File: config.mk
export PLATFORM = sky130hd
export DESIGN_NAME = gmd_apb
export DESIGN_NICKNAME = d
export VERILOG_FILES = /design/src/hdl/gmd_pkg.sv /design/src/hdl/gmd_apb.sv
export SDC_FILE = /design/constraint.sdc
export NUM_CORES = 1
export LEC_CHECK = 0
export ABC_CLOCK_PERIOD_IN_PS = 1100
export BUFFER_PORTS_ARGS = -buffer_cell sky130_fd_sc_hd__buf_2
export CAP_MARGIN = 20
export CORE_ASPECT_RATIO = 0.9
export CORE_MARGIN = 2
export CORE_UTILIZATION = 34
export DETAILED_ROUTE_END_ITERATION = 8
export HOLD_SLACK_MARGIN = 0.1
export PLACE_DENSITY_LB_ADDON = 0.12
export RECOVER_POWER = 25
export SLEW_MARGIN = 20
export SYNTH_ARGS = -nofsm -noshare
export SYNTH_HDL_FRONTEND = slang
export SYNTH_SLANG_ARGS = --single-unit
File: constraint.sdc
create_clock -name clk -period 1.1 [get_ports clk]
set_clock_uncertainty 0.1 [all_clocks]
set_input_delay 0.165 -clock clk [delete_from_list [all_inputs] [get_ports clk]]
set_output_delay 0.165 -clock clk [all_outputs]
set_load 0.1 [all_outputs]
File: src/hdl/gmd_pkg.sv
package gmd_pkg;

	localparam int MAX_ROWS_DEF = 64;
	localparam int MAX_COLS_DEF = 64;
	localparam int CFG_W = 7;
	localparam int CFG_RESET = 64;
	localparam int APB_AW = 3;
	localparam int APB_DW = 32;
	localparam int STEP_W = 12;
	localparam int LEN_W = 12;
	localparam int LEN_MAX = 4095;

	typedef enum logic [1:0] {
		CMD_LOAD,
		CMD_RUN,
		CMD_READ,
		CMD_NONE
	} cmd_t;

	typedef enum logic [1:0] {
		CELL_WALL,
		CELL_OPEN,
		CELL_START,
		CELL_TARGET
	} cell_t;

	typedef enum logic [1:0] {
		DIR_LEFT,
		DIR_RIGHT,
		DIR_UP,
		DIR_DOWN
	} dir_t;

	typedef enum logic {
		REG_ROW_COUNT,
		REG_COL_COUNT
	} reg_t;

endpackage

File: src/hdl/gmd_apb.sv
module gmd_apb (
	input  logic                        clk,
	input  logic                        arst_n,
	input  logic                        psel,
	input  logic                        penable,
	input  logic                        pwrite,
	input  logic [gmd_pkg::APB_AW-1:0]  paddr,
	input  logic [gmd_pkg::APB_DW-1:0]  pwdata,
	output logic [gmd_pkg::APB_DW-1:0]  prdata,
	output logic                        pready,
	output logic [gmd_pkg::CFG_W-1:0]   row_count,
	output logic [gmd_pkg::CFG_W-1:0]   col_count
);
	import gmd_pkg::*;

	logic [CFG_W-1:0] row_q;
	logic [CFG_W-1:0] col_q;
	reg_t             sel;

	assign sel    = reg_t'(paddr[2]);
	assign pready = 1'b1;

	always_ff @(posedge clk or negedge arst_n) begin
		if (!arst_n) begin
			row_q <= CFG_W'(CFG_RESET);
			col_q <= CFG_W'(CFG_RESET);
		end else if (psel && penable && pwrite) begin
			unique case (sel)
				REG_ROW_COUNT: row_q <= pwdata[CFG_W-1:0];
				REG_COL_COUNT: col_q <= pwdata[CFG_W-1:0];
			endcase
		end
	end

	always_comb begin
		unique case (sel)
			REG_ROW_COUNT: prdata = APB_DW'(row_q);
			REG_COL_COUNT: prdata = APB_DW'(col_q);
		endcase
	end

	assign row_count = row_q;
	assign col_count = col_q;
endmodule

# == Word-level counts from Yosys, hierarchy flattened ==
# Cells that the tools add are included.
# totals
reg_bits,14
word_cells,8
output_inout_bits,47
input_bits,40
# op_classes
n_mux,1
reduce_logical,4
n_bitwise,1
# op_table
op,n
$pmux W32 S2,1
$reduce_and A2 Y1,2
$logic_and A1 B1 Y1,2
$not A1 Y1,1

# == Depth between registers and ports, before layout ==
# logic_depth
ltp_word,3
mapped_depth,3
mapped_depth_nobuf,2

# == Worst setup path after synthesis ==
# No wires, ideal clock.
# synth_timing
path_type,flip-flop to output port
start,register col_q[0] (netlist: col_count[0])
end,output prdata[0] in the netlist's numbering
t_arrival_ns,1.565
t_required_ns,0.835
setup_slack_ns,-0.730
n_path_buf,0
path_stages_with_launch,2
cell_sequence,dfrtp_1 > mux2_2
# synth_via
elab_chain_len,1
# synth_lines
item,line_no,source
"start, declared",gmd_apb.sv:17,logic [CFG_W-1:0] col_q;
"start signal, assigned",gmd_apb.sv:26,col_q <= CFG_W'(CFG_RESET);
"start signal, assigned",gmd_apb.sv:30,REG_COL_COUNT: col_q <= pwdata[CFG_W-1:0];
$pmux W32 S2,gmd_apb.sv:36,unique case (sel)
"end, declared",gmd_apb.sv:9,"output logic [gmd_pkg::APB_DW-1:0] prdata,"
# Every way passes these cells. The select of a mux whose other input is x is not followed.

# == Worst setup path in the final report ==
# layout_timing
start,register row_q[2] (netlist: row_count[2])
end,output prdata[2] in the netlist's numbering
# layout_via
elab_chain_len,1
# layout_lines
item,line_no,source
"start, declared",gmd_apb.sv:16,logic [CFG_W-1:0] row_q;
"start signal, assigned",gmd_apb.sv:25,row_q <= CFG_W'(CFG_RESET);
"start signal, assigned",gmd_apb.sv:29,REG_ROW_COUNT: row_q <= pwdata[CFG_W-1:0];
$pmux W32 S2,gmd_apb.sv:36,
# Every way passes these cells. The select of a mux whose other input is x is not followed.

==> impl_metrics.csv <==
group,metric,value,unit
outcome,status,"finished with violations",
outcome,failed_checks,"setup timing",
finish,layout-area-overhead-vs-synth,100.0,%
sta,final-setup-viol-count,23,
die,chipWidth,56.38,µm
sta,finalSetupTns,-5.923,ns
pwr,power.density,2585,mW/mm²
sta,fmax,672.6,MHz
clock_tree,worst_skew_pair.late_latency,0.27,ns
hold_path,min_path_type,"in -> async",
pwr,vdd_drop_max,1945,µV
sta,period_minus_slack,1.487,ns
die,die-height,51.14,µm
logic_synthesis,yosys_warnings,0,
critical_path,path_max_fanout,2,
critical_path,crit_required,0.83,ns
global_route,grt_max_degree,15,
pwr,power.total,4.340,mW
clock_tree,cts.sinks,14,
sta,holdWs,0.2136,ns
logic_synthesis,synthTopCellsByArea,"dfrtp_1, mux2_2, buf_4, dfstp_2, nand4b_4",
sta,min_period_over_period,1.352,
finish,antenna_cells,0,
drt,vias,623,
logic_synthesis,syn_inst,66,
drt,route.detailed.drc,0,
flow_run,maxCapViolations,0,
critical_path,r2r_setup_slack,-0.07,ns
clock_tree,cts_inserted_buffers,3,
clock_tree,clk_pin_slew,0.09,ns
die,initial_core_util,0.3493,
drt,vias_per_cell,3.968,
critical_path,crit_path_end_kind,"output pin",
finish,post-route-util,0.6986,
clock_tree,cts_max_level,1,
placement,placedCellCount,143,
placement,dp_slack,-0.1056,ns
logic_synthesis,netlist_area,839.6,µm²
placement,dp_hpwl,1.340,mm
sta,finalMaxSlewViolations,0,
critical_path,worst-setup-path-type,"reg -> out",
placement,gp_congestion,0.6727,
drt,drtIter0Drc,2,
logic_synthesis,ys_seq_elements,14,
drt,drt-wirelength-per-cell,11.50,µm
die,core_area,0.002404,mm²
global_route,antenna_found_initial,0,
die,row_count,17,
drt,routed_wl,1.805,mm
global_route,grt_use_total,0.1326,
die,die_area,0.002883,mm²
global_route,grt_pass1_wl,2.856,mm
drt,wl_met2,967,µm
global_route,grt_overflow,0,
drt,top_layer_used,"met3",
logic_synthesis,synth-seq-area-share,0.4203,
finish,finalNonFillerCells,157,
finish,n_fill_cell,165,
die,io-pin-count,87,
drt,final_antenna_net_count,0,
clock_tree,clockRootBuffer,"clkbuf_4",
sta,hold_violations,0,
critical_path,crit_path_start_kind,"flop",
clock_tree,tritoncts,"done",
logic_synthesis,avgSynthCellArea,12.72,µm²
global_route,grt_pass1_vias,623,
critical_path,cp.arrival,1.22,ns
sta,setup_slack,-0.3867,ns
finish,nets,170,
clock_tree,cts_max_path_buffers,2,
drt,wl_met3,94,µm
logic_synthesis,synth_top_area_frac,0.3577,
sta,rsz0062_at_grt,"true",
placement,portBuffers,33,
logic_synthesis,netlist.top_cell.by_area,"dfrtp_1",
finish,layout-drive-gt1-share,0.7287,
placement,placed_cell_area,0.001505,mm²
logic_synthesis,synthDistinctLibCells,8,
drt,dr.pass1.iters,2,
finish,stdcell_area,0.001679,mm²
pwr,leakage,0.8455,nW
drt,wirelength_met1,743,µm
Yosys cell counts, drive strengths merged:
master and number:
dfrtp 12, buf 27, nand4 1, dfstp 2, conb 2, mux2 21
nand4b 1
state kept, by name, indices dropped and copies added (netlist names):
name,count
col_count,7
row_count,7
where the power goes:
part / internal, mW / total [mW] / switching (mW) / leakage [nW]
registers: 0.713 / 0.792 / 0.0792 / 0.153
clock network: 0.140 / 0.306 / 0.166 / 0.0150
logic: 1.19 / 3.24 / 2.05 / 0.677
total: 2.04 / 4.34 / 2.30 / 0.845
worst paths after layout:
| kind | start | to | depth (start not counted) |
|---|---|---|---|
| max reg2reg | col_count[1] | col_count[1] | 3 |
| min in group clk | penable | row_count[1] | 3 |
| min | arst_n | row_count[3] | 2 |
| max | row_count[2] | prdata[2] | 2 |
| max in group asynchronous | arst_n | row_count[6] | 2 |
| min reg2reg | col_count[5] | col_count[5] | 2 |
critical path: stages, from the launching register on:
cell	delay (ns)
dfrtp_4	0.49
mux2_4	0.29
buf_12	0.17
cell families (layout without fill, tap and decap cells):
group,count (synthesis),after routing,synth area share
muxes,21,21,0.2817
and+or+nand+nor,2,2,0.04321
DFF,14,14,0.4203
other,2,26,0.008945
buffers and inverters,27,66,0.2459
timing repair:
item                                   4_1_cts  5_1_grt
resized for setup                           13        8
setup endpoints to repair                   21       22
setup buffers                                2        8
endpoints found under the hold margin       28        0
hold buffers                                 8        0
cell usage in the layout, fill, tap and decap left out:
master          n
nand4_2         1
nand4b_4        1
clkbuf_2        1
dfstp_4         2
conb_1         26
buf_4           7
clkbuf_4        3
clkbuf_1        1
buf_12         21
mux2_2          2
dlygate4sd3_1   8
dfrtp_4        12
mux2_4         19
buf_6          14
buf_2          11
area by class of cell:
| class | count | area [µm²] | share of cell area |
|---|---|---|---|
| timing repair buffer | 62 | 770.7 | 0.4590 |
| sequential | 14 | 405.4 | 0.2414 |
| multi-input combinational | 49 | 441.7 | 0.2630 |
| clock buffer | 4 | 26.28 | 0.01565 |
| tap | 28 | 35.03 | 0.02086 |
metal layers:
layer	GRT usage	up-vias
met1	0.1688	302
met4	0.03571	0
met2	0.2314	26
met3	0.02532	0
met5	0	-
li1	-	295
No activity file was read; power rests on OpenSTA's default activity.
