<file path="src/hdl/gmd_divmod.sv">
module gmd_divmod #(
	parameter int NW = 12,
	parameter int DW = 7
) (
	input  logic          clk,
	input  logic          arst_n,
	input  logic          start,
	input  logic [NW-1:0] dividend,
	input  logic [DW-1:0] divisor,
	output logic          done,
	output logic [NW-1:0] quotient,
	output logic [DW-1:0] remainder
);
	localparam int CNTW = $clog2(NW + 1);

	logic [NW-1:0]   num_q;
	logic [DW-1:0]   rem_q;
	logic [CNTW-1:0] cnt_q;
	logic            done_q;
	logic [DW:0]     rem_sh;
	logic [DW:0]     rem_diff;
	logic            ge;

	assign rem_sh   = {rem_q, num_q[NW-1]};
	assign ge       = rem_sh >= {1'b0, divisor};
	assign rem_diff = rem_sh - {1'b0, divisor};

	always_ff @(posedge clk or negedge arst_n) begin
		if (!arst_n) begin
			num_q  <= '0;
			rem_q  <= '0;
			cnt_q  <= '0;
			done_q <= 1'b0;
		end else begin
			done_q <= 1'b0;
			if (start) begin
				num_q <= dividend;
				rem_q <= '0;
				cnt_q <= CNTW'(NW);
			end else if (cnt_q != '0) begin
				num_q <= {num_q[NW-2:0], ge};
				rem_q <= ge ? rem_diff[DW-1:0] : rem_sh[DW-1:0];
				cnt_q <= cnt_q - 1'b1;
				if (cnt_q == CNTW'(1)) begin
					done_q <= 1'b1;
				end
			end
		end
	end

	assign done      = done_q;
	assign quotient  = num_q;
	assign remainder = rem_q;
endmodule

</file>
<file path="config.mk">
export PLATFORM = sky130hd
export DESIGN_NAME = gmd_divmod
export DESIGN_NICKNAME = d
export VERILOG_FILES = /design/src/hdl/gmd_divmod.sv
export SDC_FILE = /design/constraint.sdc
export NUM_CORES = 1
export LEC_CHECK = 0
export BUFFER_PORTS_ARGS = -buffer_cell sky130_fd_sc_hd__buf_2
export CORE_AREA = 2 2 54 61
export CTS_BUF_LIST = sky130_fd_sc_hd__clkbuf_8
export DETAILED_ROUTE_END_ITERATION = 6
export DIE_AREA = 0 0 56 63
export PLACE_DENSITY = 0.76
export SYNTH_ARGS = -nofsm -noshare
export SYNTH_HDL_FRONTEND = slang
export SYNTH_SLANG_ARGS = --single-unit
</file>
<file path="constraint.sdc">
create_clock -name clk -period 2.76 [get_ports clk]
set_input_delay 0.138 -clock clk [delete_from_list [all_inputs] [get_ports clk]]
set_output_delay 0.138 -clock clk [all_outputs]
set_load 0.01 [all_outputs]
</file>
==> Word level (Yosys, flattened, before mapping) <==
Index checks and enable logic that the tools add are counted.
{ "op_classes": {"add_sub_neg": 2, "multipliers": 0, "div": 0, "n_lt_le_gt_ge": 1, "n_eq_ne": 1, "shift": 0, "mux": 10, "bitwise_logic": 0, "n_reduce_logical": 2} }
{ "op_table": {"columns": ["cell", "n"], "rows": [
  ["12-bit 2-to-1 mux", 2],
  ["7-bit 2-to-1 mux", 3],
  ["8-bit by 7-bit greater-or-equal comparator with 1-bit output", 1],
  ["4-bit 2-to-1 mux", 2],
  ["7-bit subtractor", 1],
  ["4-bit by 1-bit equality test with 1-bit output, second input constant", 1],
  ["4-bit nonzero test", 1],
  ["4-bit by 1-bit subtractor with 4-bit output, second input constant", 1],
  ["1-bit 2-to-1 mux", 3],
  ["2-bit nonzero test", 1]
]} }
{ "word_totals": {"regBits": 24, "latchBits": 0, "mem_bits_rw": 0, "mem_bits_ro": 0, "input_bits": 22, "out_inout_bits": 20, "mem_count": 0} }

==> Longest topological paths before layout <==
Gate-level depths: netlist of the first run.
{ "depth": {"ltp_word": 4, "mapped_depth": 10, "ltp_nobuf": 9} }

==> Worst setup path before layout of the first run <==
OpenSTA, ideal clock, no wires.
{ "synth_path": {"path_type": "register -> register", "from": "register num_q[11] (netlist: quotient[11])", "to": "register rem_q[0] (netlist: remainder[0])", "arrival_ns": 2.218, "setup_slack_ns": 0.421, "stages_incl_launch_ff": 11, "n_path_buf": 1, "cell_sequence": "dfrtp_1 > inv_1 > ha_1 > inv_1 > fa_1 > a211oi_2 > o211ai_1 > a311o_1 > buf_6 > mux2i_1 > a22o_1"} }
{ "synth_via": {"elab_chain_cells": 4, "elab_cells_between_ends": 5, "classes_between": "1 x add/sub; 1 x order compare; 3 x mux"} }
{ "synth_lines": {"columns": ["item", "line", "text"], "rows": [
  ["start, declared", "16", "logic [NW-1:0] num_q;"],
  ["start signal, assigned", "37", "num_q <= dividend;"],
  ["start signal, assigned", "41", "num_q <= {num_q[NW-2:0], ge};"],
  ["7-bit subtractor / 8-bit by 7-bit greater-or-equal comparator with 1-bit output (equally long branches)", "26, 25", null],
  ["7-bit 2-to-1 mux (*)", "42", "rem_q <= ge ? rem_diff[DW-1:0] : rem_sh[DW-1:0];"],
  ["7-bit 2-to-1 mux (*)", "40", "end else if (cnt_q != '0) begin"],
  ["7-bit 2-to-1 mux (*)", "36", "if (start) begin"],
  ["end signal, assigned", "42", null],
  ["end, declared", "17", "logic [DW-1:0] rem_q;"]
]} }
Mark *: on every way between the ends. The rest lies on a longest branch, timed or not. The select of a mux whose other input is x is not followed.
A chain may end at the register's enable or synchronous reset.

==> Worst setup path in the final report of the first run <==
Same ends and word-level chain as after synthesis.

==> flow_summary.json, run 1 <==
{
  "cts_setup_buffers": 0,
  "cts_sinks": 24,
  "synth_cells": 158,
  "hpwl_mm": 2.42,
  "dieArea_um2": 3530,
  "crit_arrival_ps": 2700,
  "root_buffer": "clkbuf_8",
  "fin_util": 0.611,
  "fin_tns_setup_ps": 0,
  "nets": 233,
  "dp_slack_ps": 219,
  "start_kind": "register",
  "cts_buffers": 3,
  "critPathMaxFanout": 10,
  "grt_antenna_before_repair": 0,
  "gr-total-overflow": 0,
  "drtAntennaViolNets": 0,
  "slew_headroom": 0.561,
  "max_cap_viol_count": 0,
  "intPower_uw": 874,
  "yosysSeqAreaShare": 0.406,
  "ys_warn_count": 0,
  "max-vdd-ir-drop_mv": 0.450,
  "grt_first_pass_wirelength_mm": 5.53,
  "cts_tree": "yes",
  "viasPerCell": 5.40,
  "yosys.area.top_type": "dfrtp_1",
  "grt_pass1_vias": 1264,
  "final.setup.worst_slack_ps": 211,
  "timing.final.crit_share": 0.923,
  "power_uw": 1370,
  "share_seq_of_total_power": 0.360,
  "routed_wl_mm": 3.12,
  "clock_latency_ps": 260,
  "diodes": 0,
  "syn-num-nets": 190,
  "sw_frac_of_total": 0.361,
  "syn_avg_cell_area_um2": 9.35,
  "cellPowerDensity_nw_per_um2": 760,
  "drive_gt1_frac": 0.260,
  "track_usage": 0.192,
  "critPathCaptureType": "register",
  "clk_pin_slew_worst_paths_ps": 90,
  "path_class": "register to register",
  "leakage_uw": 0.000885,
  "synth-async-reset-ratio": 1.00,
  "ys_top_cells_by_count": "dfrtp_1 (24), nand2_1 (23), o21ai_0 (22)",
  "hold_violations": 0,
  "clkPwrFrac": 0.223,
  "synth.distinct_cells": 32,
  "via_count": 1263,
  "synth_top_area_frac": 0.406,
  "max_slew.worst_pin.slew_ps": 656,
  "p_sw_uw": 494,
  "wl_per_cell_um": 13.3,
  "rsz0062_at_grt": "no",
  "fin_crit_ps": 2550,
  "die_height_um": 63,
  "yosys_most_used_dff": "dfrtp_1",
  "io_buffers": 41,
  "drcViolationCount": 0,
  "start_util": 0.502,
  "areaGrowthSynthToFinish_pct": 21.8,
  "final-max-slew-violation-count": 0,
  "yosysMostFrequentCell": "dfrtp_1",
  "drtPass1Iterations": 4,
  "min_path_type": "primary input to register",
  "setup-violations-final": 0,
  "place.gp.congestion": 0.736,
  "max-clock-path-buffers": 2,
  "status": "finished clean",
  "cp.required_ps": 2910,
  "synth-seq-cells": 24,
  "fin_hold_ws_ps": 163,
  "ioPinCount": 42,
  "clock_skew_ps": 5.74,
  "syn-cell-area_um2": 1480,
  "drt_iter0_drc": 19,
  "max_freq_mhz": 392,
  "synth-edff-count": 0,
  "die_x_um": 56,
  "fp.coreArea_um2": 2940,
  "synth_area_leaders": "dfrtp_1 (41%), mux2i_1 (12%), ha_1 (7.6%), o21ai_0 (7.5%), nand2_1 (5.8%)",
  "cts-htree-levels": 1,
  "grt_max_degree": 25,
  "p_comb_frac": 0.417,
  "rows": 21
}
## critical path, stage by stage, from the launching register on
cell      delay, ps
dfrtp_1         400
inv_1            70
ha_1            150
inv_1            50
fa_1            410
a211oi_2        320
o211ai_1        140
a311o_1         500
mux2i_1         180
a22o_1          210
## cell families after synthesis
logic type               synth area share
AO/OA/AOI/OAI                       0.164
XOR/XNOR                           0.0178
adder cells (fa/ha/maj)            0.0898
buffers and inverters              0.0516
flip-flops                          0.406
multiplexers                        0.130
AND/OR/NAND/NOR                     0.141
## area by class of cell
type | instances | area (um^2)
Fill cell | 267 | 1140
Tap cell | 34 | 42.5
Timing Repair Buffer | 44 | 230
Clock buffer | 3 | 41.3
Multi-Input combinational cell | 116 | 810
Sequential cell | 24 | 601
Inverter | 12 | 45.0
Clock inverter | 1 | 30.0
## power groups by stage
stage / registers (uW) / clock network, uW / logic (uW)
finish: 492 / 305 / 571
global route: 504 / 322 / 631
CTS: 493 / 308 / 570
detailed placement: 499 / 0 / 566
global placement: 493 / 0 / 544
floorplan: 514 / 0 / 396
## per-layer routing
layer | share of wire | global-route usage | vias up | routed length, um
met3 | 0.047 | 0.0290 | 2 | 145
li1 | - | - | 633 | -
met2 | 0.51 | 0.343 | 30 | 1580
met5 | 0 | 0 | - | 0
met4 | 0.0061 | 0.0536 | 0 | 19
met1 | 0.44 | 0.238 | 598 | 1370
## path summary, 6_finish.rpt
kind | startpoint | end | slack [ps] | cells past startpoint
worst max-delay path | quotient[11] | remainder[0] | 210 | 9
worst min-delay path | dividend[0] | quotient[0] | 160 | 3
worst max register to register | quotient[11] | remainder[0] | 210 | 9
worst min register to register | quotient[1] | quotient[1] | 510 | 2
max in group asynchronous | arst_n | quotient[11] | 2030 | 2
min in group asynchronous | arst_n | remainder[5] | 370 | 2
## stage by stage
stage	cell area (um^2)	cells
6_report	1800	234
5_1_grt	1800	234
4_1_cts	1800	234
3_5_place_dp	1720	229
3_3_place_gp	1720	229
2_1_floorplan	1480	158
## cell usage in the layout (no fill, tap or decap), types with 2 or more instances in the layout
| cell | instances |
|---|---|
| nand2b_1 | 4 |
| xor2_1 | 3 |
| buf_4 | 2 |
| o2bb2a_2 | 2 |
| o211ai_1 | 3 |
| clkbuf_8 | 3 |
| nand2_1 | 23 |
| dfrtp_1 | 24 |
| o21ai_0 | 22 |
| buf_2 | 41 |
| inv_1 | 12 |
| nor2_1 | 9 |
| ha_1 | 9 |
| nor3_1 | 3 |
| mux2i_1 | 18 |
| o21ai_1 | 2 |
| a21oi_1 | 4 |
## sequential cells by signal (all words and copies together) (netlist names)
| name | flops |
|---|---|
| done | 1 |
| quotient | 12 |
| remainder | 7 |
| cnt_q | 4 |
## what timing repair did
| action | 4_1_cts | 5_1_grt |
|---|---|---|
| gates resized for setup | 0 | 0 |
| hold buffers | 1 | 0 |
| endpoints found under the hold margin | 24 | 0 |
No activity file was read; power rests on OpenSTA's default activity.
==> run 2, diff against run 1 <==
Settings changed: PLACE_DENSITY 0.76 to not set, PLACE_DENSITY_LB_ADDON set to 0.15.
==> flow_summary.json, run 2 (synthesis gave the netlist of run 1 again) <==
{
  "cp_common_cell": "inv_1",
  "cellPowerDensity_nw_per_um2": 727,
  "path_class": "register to register",
  "crit_arrival_ps": 2700,
  "place.gp.congestion": 0.782,
  "max-vdd-ir-drop_mv": 0.478,
  "drtAntennaViolNets": 0,
  "grt_antenna_before_repair": 0,
  "clock_skew_ps": 1.74,
  "root_buffer": "clkbuf_8",
  "clkPwrFrac": 0.181,
  "cts-resized-gates": 0,
  "slew_headroom": 0.651,
  "grt_pass1_vias": 1161,
  "cp_top_family": "compound AO/OA/AOI/OAI gates",
  "drt_iter0_drc": 29,
  "hold_violations": 0,
  "critPathMaxFanout": 10,
  "clk_pin_slew_worst_paths_ps": 80,
  "cp.required_ps": 2920,
  "max_cap_viol_count": 0,
  "fin_tns_setup_ps": 0,
  "cts_buffers": 3,
  "drtPass1Iterations": 4,
  "diodes": 0,
  "status": "finished clean",
  "rows": 21,
  "final_area_um2": 1780,
  "wl_per_cell_um": 12.7,
  "via_count": 1239,
  "max_freq_mhz": 393,
  "fin_crit_ps": 2550,
  "die_x_um": 56,
  "rsz0062_at_grt": "no",
  "layout_common_cells": "buf_2 (41), dfrtp_1 (24), nand2_1 (23), o21ai_0 (22), mux2i_1 (18)",
  "drcViolationCount": 0,
  "worstSetupStartpoint": "quotient[11]",
  "crit_chain": "inv_1 -> ha_1 -> inv_1 -> fa_1 -> a211oi_2 -> o211ai_1 -> a311o_1 -> mux2i_1 -> a22o_1",
  "fp.coreArea_um2": 2940,
  "dieArea_um2": 3530,
  "grt_max_degree": 37,
  "sw_frac_of_total": 0.375,
  "leakage_uw": 0.000873,
  "ioPinCount": 42,
  "grt_first_pass_wirelength_mm": 5.15,
  "min_path_type": "primary input to register",
  "r2r-start": "quotient[11]",
  "areaGrowthSynthToFinish_pct": 20.2,
  "cts_tree": "yes",
  "track_usage": 0.181,
  "max_stage_delay_ps": 500,
  "hold_path.startpoint": "dividend[9]",
  "clock_latency_ps": 260,
  "crit_slowest_cell": "a311o_1",
  "routed_wl_mm": 2.96,
  "nets": 232,
  "final-max-slew-violation-count": 0,
  "path_buf_inv": 2,
  "cts_sinks": 24,
  "start_kind": "register",
  "viasPerCell": 5.32,
  "p_sw_uw": 484,
  "hpwl_mm": 2.26,
  "largest_register_ffs": 12,
  "holdBufCountCts": 1,
  "die_height_um": 63,
  "start_util": 0.502,
  "placed_area_um2": 1710,
  "max-clock-path-buffers": 2,
  "drive_gt1_frac": 0.256,
  "layout_commonest_cell": "buf_2",
  "gr-total-overflow": 0,
  "timing.final.crit_share": 0.923,
  "p_comb_frac": 0.440,
  "intPower_uw": 807,
  "max_slew.worst_pin.slew_ps": 523,
  "share_seq_of_total_power": 0.379,
  "setup-violations-final": 0,
  "critPathCaptureType": "register",
  "cts-htree-levels": 1,
  "cts_setup_buffers": 0,
  "io_buffers": 41
}
[run 2: power groups by stage]
stage                     sequential [uW]  combinational (uW)  clock (uW)
after floorplan                       514                 396           0
after global placement                493                 547           0
after detailed placement              496                 568           0
after CTS                             491                 569         241
after global routing                  501                 638         256
final                                 490                 568         233
[run 2: per-stage QoR]
stage          hold WS [ps]  utilization  worst slack, ps  cells  total power [uW]
2_1_floorplan          -158            -              421    158               909
3_3_place_gp            142        0.581              324    228              1040
3_5_place_dp            147        0.581              237    228              1060
4_1_cts                 162        0.603              239    233              1300
5_1_grt                 178        0.603             66.4    233              1400
6_report                158        0.603              214    233              1290
[run 2: area by class of cell]
cell class                 instances  area, um^2
tap                               34        42.5
multi-input combinational        116         810
inverter                          12        45.0
fill                             248        1170
timing repair buffer              43         223
sequential                        24         601
clock buffer                       4        55.1
[run 2: worst reg2reg max path, cell delays in order (launching register included)]
cell      delay, ps
dfrtp_1         400
inv_1            80
ha_1            150
inv_1            50
fa_1            410
a211oi_2        310
o211ai_1        160
a311o_1         500
mux2i_1         180
a22o_1          210
[run 2: worst paths after layout]
check                                     to  slack (ps)  cells after the start
worst max-delay path            remainder[0]         210                      9
worst min-delay path             quotient[9]         160                      3
worst max register to register  remainder[0]         210                      9
worst min register to register   quotient[1]         510                      2
max in group asynchronous        quotient[0]        2030                      2
min in group asynchronous       remainder[4]         380                      2
[run 2: layer usage]
| layer | global-route usage | part of all wire | vias up |
|---|---|---|---|
| met5 | 0 | 0 | - |
| met3 | 0.0186 | 0.035 | 6 |
| met4 | 0.0625 | 0.014 | 0 |
| met2 | 0.284 | 0.47 | 25 |
| li1 | - | - | 633 |
| met1 | 0.260 | 0.48 | 575 |
==> run 3, diff against run 2 <==
Clock period 2.76 ns to 2.4 ns, I/O delays scaled along.
==> flow_summary.json, run 3 (synthesis gave the netlist of run 1 again) <==
{
  "crit_chain": "inv_2 -> ha_4 -> inv_2 -> fa_2 -> a211oi_2 -> o211ai_1 -> a311o_2 -> mux2i_1 -> a22o_1",
  "drcViolationCount": 0,
  "cts_sinks": 24,
  "grt_max_degree": 27,
  "final-max-slew-violation-count": 0,
  "max-vdd-ir-drop_mv": 0.562,
  "share_seq_of_total_power": 0.367,
  "path_class": "register to register",
  "via_count": 1332,
  "cp.required_ps": 2560,
  "leakage_uw": 0.000899,
  "status": "finished clean",
  "highest_layer": "met4",
  "grt_pass1_vias": 1295,
  "grt_antenna_before_repair": 0,
  "cellPowerDensity_nw_per_um2": 841,
  "layout_common_cells": "buf_2 (41), dfrtp_1 (24), nand2_1 (23), o21ai_0 (22), mux2i_1 (18)",
  "max_slew.worst_pin.slew_ps": 526,
  "wl_met2_mm": 1.60,
  "critPathCaptureType": "register",
  "final_area_um2": 1840,
  "fin_util": 0.625,
  "wl_per_cell_um": 13.4,
  "io_buffers": 41,
  "ioPinCount": 42,
  "sw_frac_of_total": 0.377,
  "r2r-start": "quotient[11]",
  "gr-total-overflow": 0,
  "nets": 238,
  "dieArea_um2": 3530,
  "start_util": 0.502,
  "root_buffer": "clkbuf_8",
  "wl_met3_um": 144,
  "hold_violations": 0,
  "grt_first_pass_wirelength_mm": 5.49,
  "min_path_type": "primary input to register",
  "placed_area_um2": 1730,
  "rows": 21,
  "die_height_um": 63,
  "cts_tree": "yes",
  "routed_wl_mm": 3.21,
  "max-clock-path-buffers": 2,
  "clock_skew_ps": 6.59,
  "fp.coreArea_um2": 2940,
  "die_x_um": 56,
  "crit_arrival_ps": 2490,
  "cp_common_cell": "inv_2",
  "critPathMaxFanout": 5,
  "drive_gt1_frac": 0.298,
  "cts_buffers": 3,
  "cts-htree-levels": 1,
  "drt_iter0_drc": 33,
  "r2r_end": "remainder[0]",
  "layout_commonest_cell": "buf_2",
  "final_cells": 239,
  "crit_slowest_cell": "a311o_2",
  "max_freq_mhz": 429,
  "timing.final.crit_share": 0.971,
  "met1_length_mm": 1.43,
  "rr_worst_depth": 9,
  "setup-violations-final": 0,
  "drtPass1Iterations": 4,
  "clkPwrFrac": 0.174,
  "max_stage_delay_ps": 460,
  "hpwl_mm": 2.41,
  "p_sw_uw": 584,
  "areaGrowthSynthToFinish_pct": 24.5,
  "fin_tns_setup_ps": 0,
  "track_usage": 0.190,
  "nFillCells": 270,
  "p_comb_frac": 0.459,
  "clk_pin_slew_worst_paths_ps": 80,
  "largest_register_ffs": 12,
  "viasPerCell": 5.57,
  "r2r_setup_slack_ps": 70,
  "place.gp.congestion": 0.803,
  "worstSetupStartpoint": "quotient[11]",
  "crit_end": "remainder[0]",
  "max_cap_viol_count": 0,
  "slew_headroom": 0.649,
  "intPower_uw": 963,
  "drtAntennaViolNets": 0,
  "dpl.cell_count": 230,
  "start_kind": "register",
  "fin_hold_ws_ps": 144,
  "fin_crit_ps": 2330,
  "clock_latency_ps": 260,
  "diodes": 0
}
## run 3: timing repair
action,4_1_cts,5_1_grt
endpoints found under the setup margin,8,8
endpoints found under the hold margin,24,0
setup buffers,1,2
cloned,1,0
gates resized for setup,2,4
hold buffers,1,0
pin swaps,3,5
## run 3: critical path, delay by kind of cell (launching register included)
| family | cells | cell delay, ps |
|---|---|---|
| AOI/OAI and AO/OA | 4 | 1020 |
| buffers and inverters | 2 | 120 |
| DFF | 1 | 400 |
| adders and majority gates | 2 | 520 |
| muxes | 1 | 140 |
## run 3: area by class of cell
class                           instances  area (um^2)  share of cell area
Multi-Input combinational cell        117          836               0.454
Sequential cell                        24          601               0.327
Timing Repair Buffer                   48          260               0.141
Clock buffer                            4         55.1              0.0299
Inverter                               12         45.0              0.0245
Tap cell                               34         42.5              0.0231
## run 3: how the worst min path moves through the flow
| stage | startpoint | to | slack (ps) | cells past startpoint |
|---|---|---|---|---|
| 6_report | dividend[3] | quotient[3] | 140 | 3 |
| 3_3_place_gp | arst_n | remainder[4] | 120 | 1 |
| 4_1_cts | dividend[9] | quotient[9] | 150 | 3 |
| 5_1_grt | dividend[3] | quotient[3] | 170 | 3 |
| 2_1_floorplan | arst_n | cnt_q[0] | -180 | 0 |
| 3_5_place_dp | arst_n | cnt_q[2] | 120 | 1 |
## run 3: metal layers
| layer | track usage | vias up |
|---|---|---|
| li1 | - | 648 |
| met1 | 0.248 | 645 |
| met2 | 0.328 | 35 |
| met3 | 0.0228 | 4 |
| met4 | 0.0565 | 0 |
| met5 | 0 | - |
## run 3: power by group through the flow
stage | logic [uW] | clock network [uW] | registers (uW)
after global placement | 639 | 0 | 567
after global routing | 786 | 289 | 581
after detailed placement | 665 | 0 | 573
after CTS | 697 | 276 | 568
after floorplan | 455 | 0 | 591
final | 709 | 269 | 568
## run 3: metrics by stage
stage                     setup WS, ps  power [uW]
after floorplan                   61.2        1050
after global placement            51.9        1210
after detailed placement         -64.6        1240
after CTS                         9.93        1540
after global routing             -11.7        1660
final                             69.3        1550
